$ cat src/rtl/tcphc_pkg.sv
// Package with shared types and constants of the TCP header delta compressor.
`default_nettype none

package tcphc_pkg;

  localparam int unsigned FrameBytes = 15;
  localparam int unsigned LenW       = $clog2(FrameBytes + 1);
  localparam int unsigned IdxW       = $clog2(FrameBytes);

  localparam logic [15:0] ModeBase   = 16'hC000;
  localparam logic [15:0] ModeFin    = 16'h0008;
  localparam logic [7:0]  PrefixByte = 8'h01;

  localparam logic [1:0] CodeSame = 2'd0;
  localparam logic [1:0] CodeLow  = 2'd1;
  localparam logic [1:0] CodeMid  = 2'd2;
  localparam logic [1:0] CodeFull = 2'd3;

  typedef struct packed {
    logic [FrameBytes-1:0][7:0] bytes;
    logic [LenW-1:0]            len;
  } frame_t;

endpackage

`default_nettype wire

$ cat src/rtl/tcphc_encode.sv
// Encoder: codes one header against the context and lays out its byte frame.
`default_nettype none

module tcphc_encode (
  input  wire logic               established_i,
  input  wire logic [31:0]        seq_number_i,
  input  wire logic [31:0]        ack_number_i,
  input  wire logic [15:0]        window_size_i,
  input  wire logic               fin_flag_i,
  input  wire logic [15:0]        checksum_value_i,
  input  wire logic [7:0]         context_id_i,
  input  wire logic [31:0]        prev_seq_i,
  input  wire logic [31:0]        prev_ack_i,
  input  wire logic [15:0]        prev_window_i,
  output tcphc_pkg::frame_t       frame_o
);
  import tcphc_pkg::*;

  logic [1:0]      seq_code, ack_code, win_code;
  logic [2:0]      seq_n, ack_n;
  logic [1:0]      win_n;
  logic [15:0]     mode;
  logic [LenW-1:0] off_a, off_w, off_c, off_e;
  logic [3:0][7:0] seq_b, ack_b;
  logic [LenW-1:0] k4, rel;

  function automatic logic [1:0] code32(input logic [31:0] now, input logic [31:0] prior);
    logic [1:0] c;
    priority if (now == prior) c = CodeSame;
    else if (now[31:8] == prior[31:8]) c = CodeLow;
    else if (now[31:16] == prior[31:16]) c = CodeMid;
    else c = CodeFull;
    return c;
  endfunction

  function automatic logic [2:0] bytes32(input logic [1:0] c);
    logic [2:0] n;
    unique case (c)
      CodeSame: n = 3'd0;
      CodeLow:  n = 3'd1;
      CodeMid:  n = 3'd2;
      default:  n = 3'd4;
    endcase
    return n;
  endfunction

  always_comb begin
    seq_code = code32(seq_number_i, prev_seq_i);
    ack_code = code32(ack_number_i, prev_ack_i);
    priority if (window_size_i == prev_window_i) win_code = CodeSame;
    else if (window_size_i[15:8] == prev_window_i[15:8]) win_code = CodeLow;
    else if (window_size_i[7:0] == prev_window_i[7:0]) win_code = CodeMid;
    else win_code = CodeFull;
    seq_n = bytes32(seq_code);
    ack_n = bytes32(ack_code);
    win_n = (win_code == CodeSame) ? 2'd0 : (win_code == CodeFull) ? 2'd2 : 2'd1;
    mode  = ModeBase | {4'd0, seq_code, ack_code, win_code, 6'd0}
          | (fin_flag_i ? ModeFin : 16'd0);
    off_a = LenW'(4'd3) + LenW'(seq_n);
    off_w = off_a + LenW'(ack_n);
    off_c = off_w + LenW'(win_n);
    off_e = off_c + LenW'(2'd2);
    seq_b = seq_number_i;
    ack_b = ack_number_i;
  end

  always_comb begin
    frame_o = '0;
    k4      = '0;
    rel     = '0;
    if (!established_i) begin
      frame_o.bytes[0] = PrefixByte;
      frame_o.bytes[1] = context_id_i;
      frame_o.len      = LenW'(2);
    end else begin
      frame_o.len = off_e;
      for (int k = 0; k < FrameBytes; k++) begin
        k4 = LenW'(k);
        priority if (k4 == LenW'(0)) begin
          frame_o.bytes[k] = mode[7:0];
        end else if (k4 == LenW'(1)) begin
          frame_o.bytes[k] = mode[15:8];
        end else if (k4 == LenW'(2)) begin
          frame_o.bytes[k] = context_id_i;
        end else if (k4 < off_a) begin
          rel = k4 - LenW'(3);
          frame_o.bytes[k] = seq_b[rel[1:0]];
        end else if (k4 < off_w) begin
          rel = k4 - off_a;
          frame_o.bytes[k] = ack_b[rel[1:0]];
        end else if (k4 < off_c) begin
          rel = k4 - off_w;
          frame_o.bytes[k] = (win_code == CodeMid || rel[0]) ? window_size_i[15:8]
                                                             : window_size_i[7:0];
        end else if (k4 < off_e) begin
          rel = k4 - off_c;
          frame_o.bytes[k] = rel[0] ? checksum_value_i[15:8] : checksum_value_i[7:0];
        end else begin
          frame_o.bytes[k] = 8'd0;
        end
      end
    end
  end

endmodule

`default_nettype wire

$ cat src/rtl/tcphc_serializer.sv
// Serializer: frame holding register and byte output stage.
`default_nettype none

module tcphc_serializer (
  input  wire logic              clk_i,
  input  wire logic              rst_ni,
  input  wire logic              load_i,
  input  wire tcphc_pkg::frame_t frame_i,
  output logic                   ready_o,
  output logic                   valid_o,
  input  wire logic              take_i,
  output logic [7:0]             byte_o,
  output logic                   last_o
);
  import tcphc_pkg::*;

  frame_t          pend_q, out_q;
  logic            pend_valid_q, out_valid_q;
  logic [LenW-1:0] idx_q;
  logic            fire, done, out_free, move;

  assign fire     = out_valid_q & take_i;
  assign last_o   = idx_q == (out_q.len - LenW'(1));
  assign done     = fire & last_o;
  assign out_free = ~out_valid_q | done;
  assign move     = pend_valid_q & out_free;
  assign ready_o  = ~pend_valid_q | move;
  assign valid_o  = out_valid_q;
  assign byte_o   = out_q.bytes[idx_q[IdxW-1:0]];

  always_ff @(posedge clk_i or negedge rst_ni) begin
    if (!rst_ni) begin
      pend_valid_q <= 1'b0;
      out_valid_q  <= 1'b0;
      idx_q        <= '0;
    end else begin
      if (load_i) begin
        pend_valid_q <= 1'b1;
      end else if (move) begin
        pend_valid_q <= 1'b0;
      end
      if (move) begin
        out_valid_q <= 1'b1;
        idx_q       <= '0;
      end else if (done) begin
        out_valid_q <= 1'b0;
      end else if (fire) begin
        idx_q <= idx_q + LenW'(1);
      end
    end
  end

  always_ff @(posedge clk_i) begin
    if (load_i) begin
      pend_q <= frame_i;
    end
    if (move) begin
      out_q <= pend_q;
    end
  end

endmodule

`default_nettype wire

$ cat src/rtl/tcp_header_delta_compressor_core.sv
// Top level of the TCP header delta compressor: handshakes, context and config.
//
// Usage:
//   s_axis carries one TCP header per word; tuser is the established flag.
//   m_axis carries the compressed header, one byte per word, tlast on the
//   final byte. cfg writes the context id, always ready; write it while idle.
//   A header accepted on s_axis is coded against the context at once and
//   written into a frame register (pend_q); it moves into the output
//   register (out_q) when the output stage is free, and its frame of 2 to
//   15 bytes leaves the single byte-wide port one byte per cycle unless stalled.
//   One further header waits in the frame register while a frame drains,
//   so input is accepted again as soon as that register empties.
//   When the receiver stalls, the current byte holds and input stops once
//   the frame register is full.
//   Reset clears the context (sequence, acknowledgment, window), the context
//   id and all valid flags.
`default_nettype none

module tcp_header_delta_compressor_core (
  input  wire logic         clk_i,
  input  wire logic         rst_ni,
  input  wire logic         cfg_valid_i,
  output logic              cfg_ready_o,
  input  wire logic [7:0]   cfg_data_i,
  input  wire logic         s_axis_tvalid_i,
  output logic              s_axis_tready_o,
  // seq_number[31:0], ack_number[63:32], window_size[79:64], fin_flag[80],
  // checksum_value[96:81], zero pad[103:97]
  input  wire logic [103:0] s_axis_tdata_i,
  // established[0]
  input  wire logic         s_axis_tuser_i,
  output logic              m_axis_tvalid_o,
  input  wire logic         m_axis_tready_i,
  // out_byte[7:0]
  output logic [7:0]        m_axis_tdata_o,
  output logic              m_axis_tlast_o
);
  import tcphc_pkg::*;

  logic [7:0]  context_id_q;
  logic [31:0] prev_seq_q, prev_ack_q;
  logic [15:0] prev_window_q;
  logic        s_fire;
  frame_t      frame;

  assign cfg_ready_o = 1'b1;
  assign s_fire      = s_axis_tvalid_i & s_axis_tready_o;

  tcphc_encode u_encode (
    .established_i    (s_axis_tuser_i),
    .seq_number_i     (s_axis_tdata_i[31:0]),
    .ack_number_i     (s_axis_tdata_i[63:32]),
    .window_size_i    (s_axis_tdata_i[79:64]),
    .fin_flag_i       (s_axis_tdata_i[80]),
    .checksum_value_i (s_axis_tdata_i[96:81]),
    .context_id_i     (context_id_q),
    .prev_seq_i       (prev_seq_q),
    .prev_ack_i       (prev_ack_q),
    .prev_window_i    (prev_window_q),
    .frame_o          (frame)
  );

  tcphc_serializer u_serializer (
    .clk_i   (clk_i),
    .rst_ni  (rst_ni),
    .load_i  (s_fire),
    .frame_i (frame),
    .ready_o (s_axis_tready_o),
    .valid_o (m_axis_tvalid_o),
    .take_i  (m_axis_tready_i),
    .byte_o  (m_axis_tdata_o),
    .last_o  (m_axis_tlast_o)
  );

  always_ff @(posedge clk_i or negedge rst_ni) begin
    if (!rst_ni) begin
      context_id_q  <= '0;
      prev_seq_q    <= '0;
      prev_ack_q    <= '0;
      prev_window_q <= '0;
    end else begin
      if (cfg_valid_i) begin
        context_id_q <= cfg_data_i;
      end
      if (s_fire) begin
        prev_seq_q    <= s_axis_tdata_i[31:0];
        prev_ack_q    <= s_axis_tdata_i[63:32];
        prev_window_q <= s_axis_tdata_i[79:64];
      end
    end
  end

endmodule

`default_nettype wire
$ cat config.mk
export PLATFORM = sky130hd
export DESIGN_NAME = tcp_header_delta_compressor_core
export DESIGN_NICKNAME = d
export VERILOG_FILES = /design/src/rtl/tcphc_pkg.sv /design/src/rtl/tcphc_encode.sv /design/src/rtl/tcphc_serializer.sv /design/src/rtl/tcp_header_delta_compressor_core.sv
export SDC_FILE = /design/constraint.sdc
export NUM_CORES = 1
export LEC_CHECK = 0
export BUFFER_PORTS_ARGS = -buffer_cell sky130_fd_sc_hd__buf_2
export CORE_MARGIN = 2
export CORE_UTILIZATION = 40
export DETAILED_ROUTE_END_ITERATION = 12
export GPL_TIMING_DRIVEN = 0
export PLACE_DENSITY = 0.61
export SLEW_MARGIN = 20
export SYNTH_ARGS = -nofsm -noshare
export SYNTH_HDL_FRONTEND = slang
export SYNTH_SLANG_ARGS = --single-unit
$ cat constraint.sdc
create_clock -name clk_i -period 7.8 [get_ports clk_i]
set_input_delay 0.78 -clock clk_i [delete_from_list [all_inputs] [get_ports clk_i]]
set_output_delay 0.78 -clock clk_i [all_outputs]
set_load 0.05 [all_outputs]
==> impl_metrics.toml, run 1 <==
[synthesis]
syn_area_per_cell_sq_um = 12.6
async_reset_ff_frac = 0.281
yosys.area_share.simple = 0.0848
synth_xor_area_frac = 0.0466
yosysTopAreaCell = "edfxtp_1"
synth-adder-area-share = 0.0100
ys_types = 82
synth_edf_count = 240
yosysWarnings = 0
synth_top_area_share = 0.407
ys_ff_latch = 334
synthCells = 1405
synth-compound-area-share = 0.163
ys.flop_type = "edfxtp_1"
synth_top_family_by_area = "compound AO/OA/AOI/OAI gates"
synth_area_sq_mm = 0.0177
synthTopCellsByArea = "edfxtp_1 41%, dfrtp_1 13%, mux2_2 7.3%"
synth_mux_area_frac = 0.127
ys_seq_area_frac = 0.539
synth_nets = 1536

[pwr]
p_comb_frac = 0.297
swShare = 0.327
p_seq_frac = 0.423
p_leak_uw = 0.00728
p_int_uw = 3950
p_switching_uw = 1910
finalPower_uw = 5860
pwr-share-clk = 0.279
ir_drop_uv = 202
power_density_mw_per_mm2 = 288

[grt]
grt_max_degree = 84
antenna_found_initial = 6
grt_use_met3 = 0.0670
grt_pass1_wl_um = 91800
gr-usage-met1 = 0.363
grt_pass1_vias = 13000
grt-ovfl-total = 0
met2_usage = 0.438
grt_usage = 0.278
grt.busiest_layer = "met2"

[clock_network]
cts_root_buffer = "clkbuf_16"
htreeDepth = 2
cts_max_path_buffers = 3
cts_tree = "yes"
clock_latency_ns = 0.57
clk_pin_slew_ns = 0.06
cts_made_buffers = 38
clock-sinks = 334

[sta]
tns_ns = 0
whs_ns = 0.0785
finalCriticalPeriod_ns = 7.54
hold_viol = 0
maxSlewHeadroom = 0.108
grt_setup_unrepaired = "false"
tightestPinTransition_ns = 1.30
setup_viol = 0
period_share = 0.967
maxSlewViolCount = 0
finClkSkew_ns = 0.0293
max_freq_ghz = 0.133

[setup_path]
cpMaxStageDelayCell = "fa_1"
regToRegStartpoint = "prev_seq_q[21]"
start_kind = "register"
critical_path.max_fanout = 10
critPathBufInv = 5
required_ns = 8.09
startpoint = "prev_seq_q[21]"
crit_path_cell_trace = "xor2_1, nor4_2, nand4_4, clkbuf_1, nor2_4, nand2_1, ha_1, fa_1, inv_1, fa_1, clkbuf_1, inv_1, ha_1, clkbuf_1, o21ai_0, nand2_1, nand2_1, o311ai_0, a22oi_1, o22ai_1"
crit_family = "adder cells"
path_class = "register to register"
endpoint_kind = "register"
cpPeakStageDelay_ns = 0.78
crit_arrival_ns = 7.83

[floorplan]
fp-row-count = 77
coreArea_sq_mm = 0.0439
die_w_um = 214
start_util = 0.403
dieArea_sq_mm = 0.0460
ioPinCount = 130
die_h_um = 214

[drt]
dr.pass1.iters = 8
routed_wirelength_um = 64400
ant_nets = 0
vias = 13400
via_per_inst = 6.15
dr.first_iter.drc_count = 1860
wire_per_inst_um = 29.5
drc_errors = 0

[flow_run]
drv_cap = 0

[place]
gp_congestion = 1.10
place_hpwl_um = 50100
port_buffers = 111
place_area_sq_mm = 0.0192
dp_cells = 2115

[cells_and_area]
drive_gt1_frac = 0.250
nets = 1694
fillCellCount = 4061
final_cells = 2186
design_area_sq_mm = 0.0204
syn2layout_area_growth_pct = 15.0

[status]
status = "complete, no violations"

[min_path]
hp-class = "input pin to asynchronous set/reset pin"
## stage by stage
step | setup WS [ns] | util
floorplan | 0.299 | -
global placement | -1.84 | 0.433
detailed placement | 0.0103 | 0.438
CTS | 0.508 | 0.464
global route | 0.118 | 0.464
finish | 0.260 | 0.464
## registers in the layout (all words and copies together) (netlist names), 4 cells and up
register             cells
u_serializer.out_q     120
u_serializer.pend_q    120
prev_ack_q              32
prev_seq_q              32
prev_window_q           16
context_id_q             8
u_serializer.idx_q       4
## Yosys cell counts, types with 7 or more instances
cell / instances
a21oi_1: 41
a221oi_2: 10
edfxtp_1: 240
mux2i_1: 31
o21ai_1: 10
o21ai_0: 33
mux4_2: 28
nor4_1: 20
a221oi_1: 15
a31oi_1: 15
a2bb2oi_1: 14
and2_1: 13
mux2_2: 115
buf_2: 21
o22a_1: 8
a211oi_1: 27
a32oi_1: 8
o32ai_1: 7
o2bb2ai_1: 9
a31o_2: 8
nor3_1: 42
o211ai_1: 9
xnor2_1: 13
nor2b_1: 10
a211o_1: 11
buf_1: 9
xor2_1: 74
dfrtp_1: 94
inv_1: 28
clkbuf_1: 57
nand2b_1: 8
o221ai_1: 44
a21boi_0: 7
nand2_1: 80
nor2_1: 52
nand4_1: 14
o22ai_1: 31
ha_1: 11
a22oi_1: 20
nand3_1: 23
o32a_1: 7
## kinds of logic (layout without fill, tap and decap cells)
logic type                 after synthesis  after routing
DFF                                    334            334
xor gates and xnor gates                90             90
other                                    1              3
buffers and inverters                  124            311
adders and majority gates               13             13
and+or+nand+nor                        294            294
AOI/OAI and AO/OA                      374            374
muxes                                  175            175
## routing by layer
layer | up-vias | part of all wire
met4 | 2 | 0.049
met5 | - | 0.00026
met1 | 6727 | 0.40
li1 | 5884 | -
met3 | 138 | 0.083
met2 | 683 | 0.46
## power by group through the flow
stage	sequential [uW]	clock, uW	combinational, uW
finish	2480	1640	1740
global route	2520	1740	1870
CTS	2480	1670	1750
detailed placement	2520	0	1740
global placement	2530	0	1680
floorplan	2490	0	1220
## path summary, 6_finish.rpt
kind / slack [ns] / cells after the start / to
min reg2reg: 0.41 / 0 / u_serializer.out_q[41]
min in group clk_i: 0.41 / 0 / u_serializer.out_q[41]
max in group asynchronous: 7.03 / 2 / prev_seq_q[31]
max: 0.26 / 20 / u_serializer.pend_q[37]
max reg2reg: 0.26 / 20 / u_serializer.pend_q[37]
min: 0.08 / 1 / context_id_q[4]
## worst reg2reg max path, stage by stage, from the launching register on
cell and delay (ns):
dfrtp_1 0.38, xor2_1 0.17, nor4_2 0.57, nand4_4 0.37, clkbuf_1 0.45, nor2_4 0.37
nand2_1 0.09, ha_1 0.25, fa_1 0.78, inv_1 0.21, fa_1 0.57, clkbuf_1 0.41
inv_1 0.24, ha_1 0.33, clkbuf_1 0.36, o21ai_0 0.21, nand2_1 0.29, nand2_1 0.08
o311ai_0 0.54, a22oi_1 0.19, o22ai_1 0.43
## placed cells by master (no fill, tap or decap), types with 9 or more instances in the layout
cell	Yosys	final
a211o_1	11	11
a211oi_1	27	27
a21oi_1	41	41
a221oi_1	15	15
a221oi_2	10	10
a22oi_1	20	20
a2bb2oi_1	14	14
a31oi_1	15	15
and2_1	13	13
buf_1	9	9
buf_2	21	131
clkbuf_1	57	66
clkbuf_16	0	39
clkinv_1	0	9
dfrtp_1	94	94
edfxtp_1	240	240
ha_1	11	11
inv_1	28	27
mux2_2	115	115
mux2i_1	31	29
mux4_2	28	28
nand2_1	80	80
nand3_1	23	23
nand4_1	14	14
nor2_1	52	52
nor2b_1	10	9
nor3_1	42	42
nor4_1	20	20
o211ai_1	9	9
o21ai_0	33	33
o21ai_1	10	10
o221ai_1	44	44
o22ai_1	31	31
o2bb2ai_1	9	9
xnor2_1	13	13
xor2_1	74	74
## what timing repair did
action,4_1_cts,5_1_grt
buffers inserted,0,0
hold buffers,0,0
endpoints found under the setup margin,0,1
resized for setup,0,1
## final cells by class
class	count	area (sq um)	area share
antenna	2	5.00	0.000245
tap	592	741	0.0363
clock inverter	21	125	0.00614
sequential	334	9560	0.469
clock buffer	48	1010	0.0495
multi-input combinational	947	7660	0.376
buffer	94	410	0.0201
inverter	30	118	0.00577
timing repair buffer	118	754	0.0370
(Power assumes the default switching activity.)
==> run 2: changes to the inputs <==
Settings changed: ABC_AREA set to 1.
==> run 2 against run 1 <==
Effect of this change:
- non-clock buffer count up 2
- die area up 3.1%
- core utilization down 0.10 points
- flip-flop and latch count unchanged
- largest power group unchanged
==> impl_metrics.toml, run 2 <==
[setup_path]
critPathBufInv = 6
cpPeakStageDelay_ns = 0.81
path_common_cell = "nand2_1"
worstSetupPathDepth = 21
crit_arrival_ns = 6.33
reg2reg_depth = 21
crit_path_cell_trace = "xor2_1, nor2_1, nand2_1, nor2_4, nand3_2, inv_2, nand2_1, buf_2, fa_1, inv_1, fa_1, inv_2, ha_1, inv_1, o21ai_1, nand2_1, nand2_1, nand2_1, nand3_1, nand2_1, inv_1"
endpoint_kind = "register"
start_kind = "register"
critical_path.max_fanout = 11
required_ns = 8.22
cpMaxStageDelayCell = "fa_1"
path_class = "register to register"
crit_family = "adder cells"

[cells_and_area]
mostFrequentLayoutCell = "nand2_1"
utilization = 0.463
drive_gt1_frac = 0.123
top_regs = "u_serializer.out_q: 120 flops, u_serializer.pend_q: 120 flops"
nets = 2495
final_cell_mix = "701 x nand2_1, 260 x nand3_1, 240 x edfxtp_1, 210 x inv_1, 148 x buf_2"
syn2layout_area_growth_pct = 14.7
fillCellCount = 4536
design_area_sq_mm = 0.0210

[drt]
vias = 16300
wire_per_inst_um = 23.2
routed_wirelength_um = 69400
via_per_inst = 5.46
dr.pass1.iters = 6
dr.first_iter.drc_count = 1815
ant_nets = 0
drc_errors = 0

[flow_run]
drv_cap = 0

[place]
gp_congestion = 1.06
place_area_sq_mm = 0.0198
port_buffers = 121
place_hpwl_um = 54200

[sta]
grt_setup_unrepaired = "false"
hold_viol = 0
tns_ns = 0
period_share = 0.758
tightestPinTransition_ns = 1.07
finClkSkew_ns = 0.0366
finalCriticalPeriod_ns = 5.91
max_freq_ghz = 0.169
maxSlewViolCount = 0
setup_viol = 0
maxSlewHeadroom = 0.279

[grt]
antenna_found_initial = 0
grt_pass1_vias = 15600
grt_usage = 0.291
grt_max_degree = 81
grt_pass1_wl_um = 100000
grt-ovfl-total = 0

[synthesis]
ys_types = 45
ys_ff_latch = 334
synth_top_area_share = 0.394
ys.flop_type = "edfxtp_1"
synth_area_sq_mm = 0.0183
synth_common_cells = "701 x nand2_1, 260 x nand3_1, 240 x edfxtp_1"
yosysMostFrequentCell = "nand2_1"
async_reset_ff_frac = 0.281
synth_edf_count = 240
syn_area_per_cell_sq_um = 8.31
synth_nets = 2330
synthCells = 2199
ys_seq_area_frac = 0.523
synthTopCellsByArea = "edfxtp_1 39%, nand2_1 14%, dfrtp_1 13%"
yosysWarnings = 0
yosysTopAreaCell = "edfxtp_1"

[clock_network]
cts_root_buffer = "clkbuf_16"
holdBufCountCts = 0
post_cts.repair.setup_buffers = 0
cts_tree = "yes"
clock_latency_ns = 0.57
cts_max_path_buffers = 3
cts_resized = 0
clk_pin_slew_ns = 0.06
cts_made_buffers = 37
htreeDepth = 2
clock-sinks = 334

[floorplan]
ioPinCount = 130
start_util = 0.404
coreArea_sq_mm = 0.0453
dieArea_sq_mm = 0.0474
die_h_um = 218
die_w_um = 218
fp-row-count = 78

[pwr]
p_leak_uw = 0.00949
power_density_mw_per_mm2 = 298
ir_drop_uv = 216

[min_path]
hp-class = "input pin to asynchronous set/reset pin"

[status]
status = "complete, no violations"
-- run 2: cell count changes after synthesis, sizes merged, moves of 44 or more --
| cell | previous run | this run |
|---|---|---|
| nand2 | 80 | 710 |
| nand3 | 23 | 263 |
| inv | 30 | 239 |
| o21ai | 43 | 172 |
| mux2 | 115 | 0 |
| nor2 | 58 | 126 |
| xor2 | 75 | 26 |
| o221ai | 44 | 0 |
-- run 2: layout make-up --
cell class / instances / area (sq um) / share of cell area
Sequential cell: 334 / 9560 / 0.456
Buffer: 88 / 415 / 0.0198
Inverter: 239 / 905 / 0.0431
Tap cell: 600 / 751 / 0.0358
Antenna cell: 1 / 2.50 / 0.000119
Timing Repair Buffer: 126 / 709 / 0.0338
Multi-Input combinational cell: 1538 / 7420 / 0.354
Clock buffer: 44 / 983 / 0.0469
Clock inverter: 21 / 225 / 0.0107
-- run 2: worst reg2reg max path, stage by stage (launching register included) --
cell and delay (ns):
dfrtp_1 0.40, xor2_1 0.18, nor2_1 0.12, nand2_1 0.09, nor2_4 0.25, nand3_2 0.22
inv_2 0.23, nand2_1 0.17, buf_2 0.25, fa_1 0.70, inv_1 0.19, fa_1 0.82
inv_2 0.20, ha_1 0.50, inv_1 0.17, o21ai_1 0.53, nand2_1 0.11, nand2_1 0.09
nand2_1 0.14, nand3_1 0.20, nand2_1 0.15, inv_1 0.10
-- run 2: worst paths after layout --
| kind | startpoint | to | slack (ns) |
|---|---|---|---|
| min in group clk_i | u_serializer.pend_q[35] | u_serializer.out_q[35] | 0.40 |
| setup reg to reg | prev_seq_q[28] | u_serializer.pend_q[44] | 1.89 |
| hold / removal | rst_ni | prev_ack_q[23] | 0.09 |
| setup / recovery | prev_seq_q[28] | u_serializer.pend_q[44] | 1.89 |
| hold reg to reg | u_serializer.pend_q[35] | u_serializer.out_q[35] | 0.40 |
| max in group asynchronous | rst_ni | context_id_q[2] | 7.04 |
-- run 2: per-layer routing --
metal / wire [um] / global-route usage
met1: 29000 / 0.388
met2: 32300 / 0.474
met3: 4770 / 0.0427
met4: 3280 / 0.128
met5: 0 / 0
-- run 2: power by group --
group / internal [uW] / switching, uW / total [uW]
sequential: 2380 / 206 / 2590
clock: 1010 / 743 / 1750
combinational: 564 / 1350 / 1910
-- run 2: cell families after synthesis --
| logic type | synth area share |
|---|---|
| and+or+nand+nor | 0.277 |
| buffers and inverters | 0.0713 |
| xor gates and xnor gates | 0.0316 |
| AOI/OAI and AO/OA | 0.0874 |
| adders and majority gates | 0.00972 |
| other | 0.000205 |
| DFF | 0.523 |
-- run 2: through the flow --
stage	hold WS, ns	setup WS, ns	total power, uW	std cells
global placement	0.401	1.53	4470	2920
global route	0.0894	1.67	6560	2990
detailed placement	0.405	1.55	4510	2925
CTS	0.0695	2.07	6280	2990
finish	0.0883	1.89	6250	2991
floorplan	0.400	3.05	3820	2199
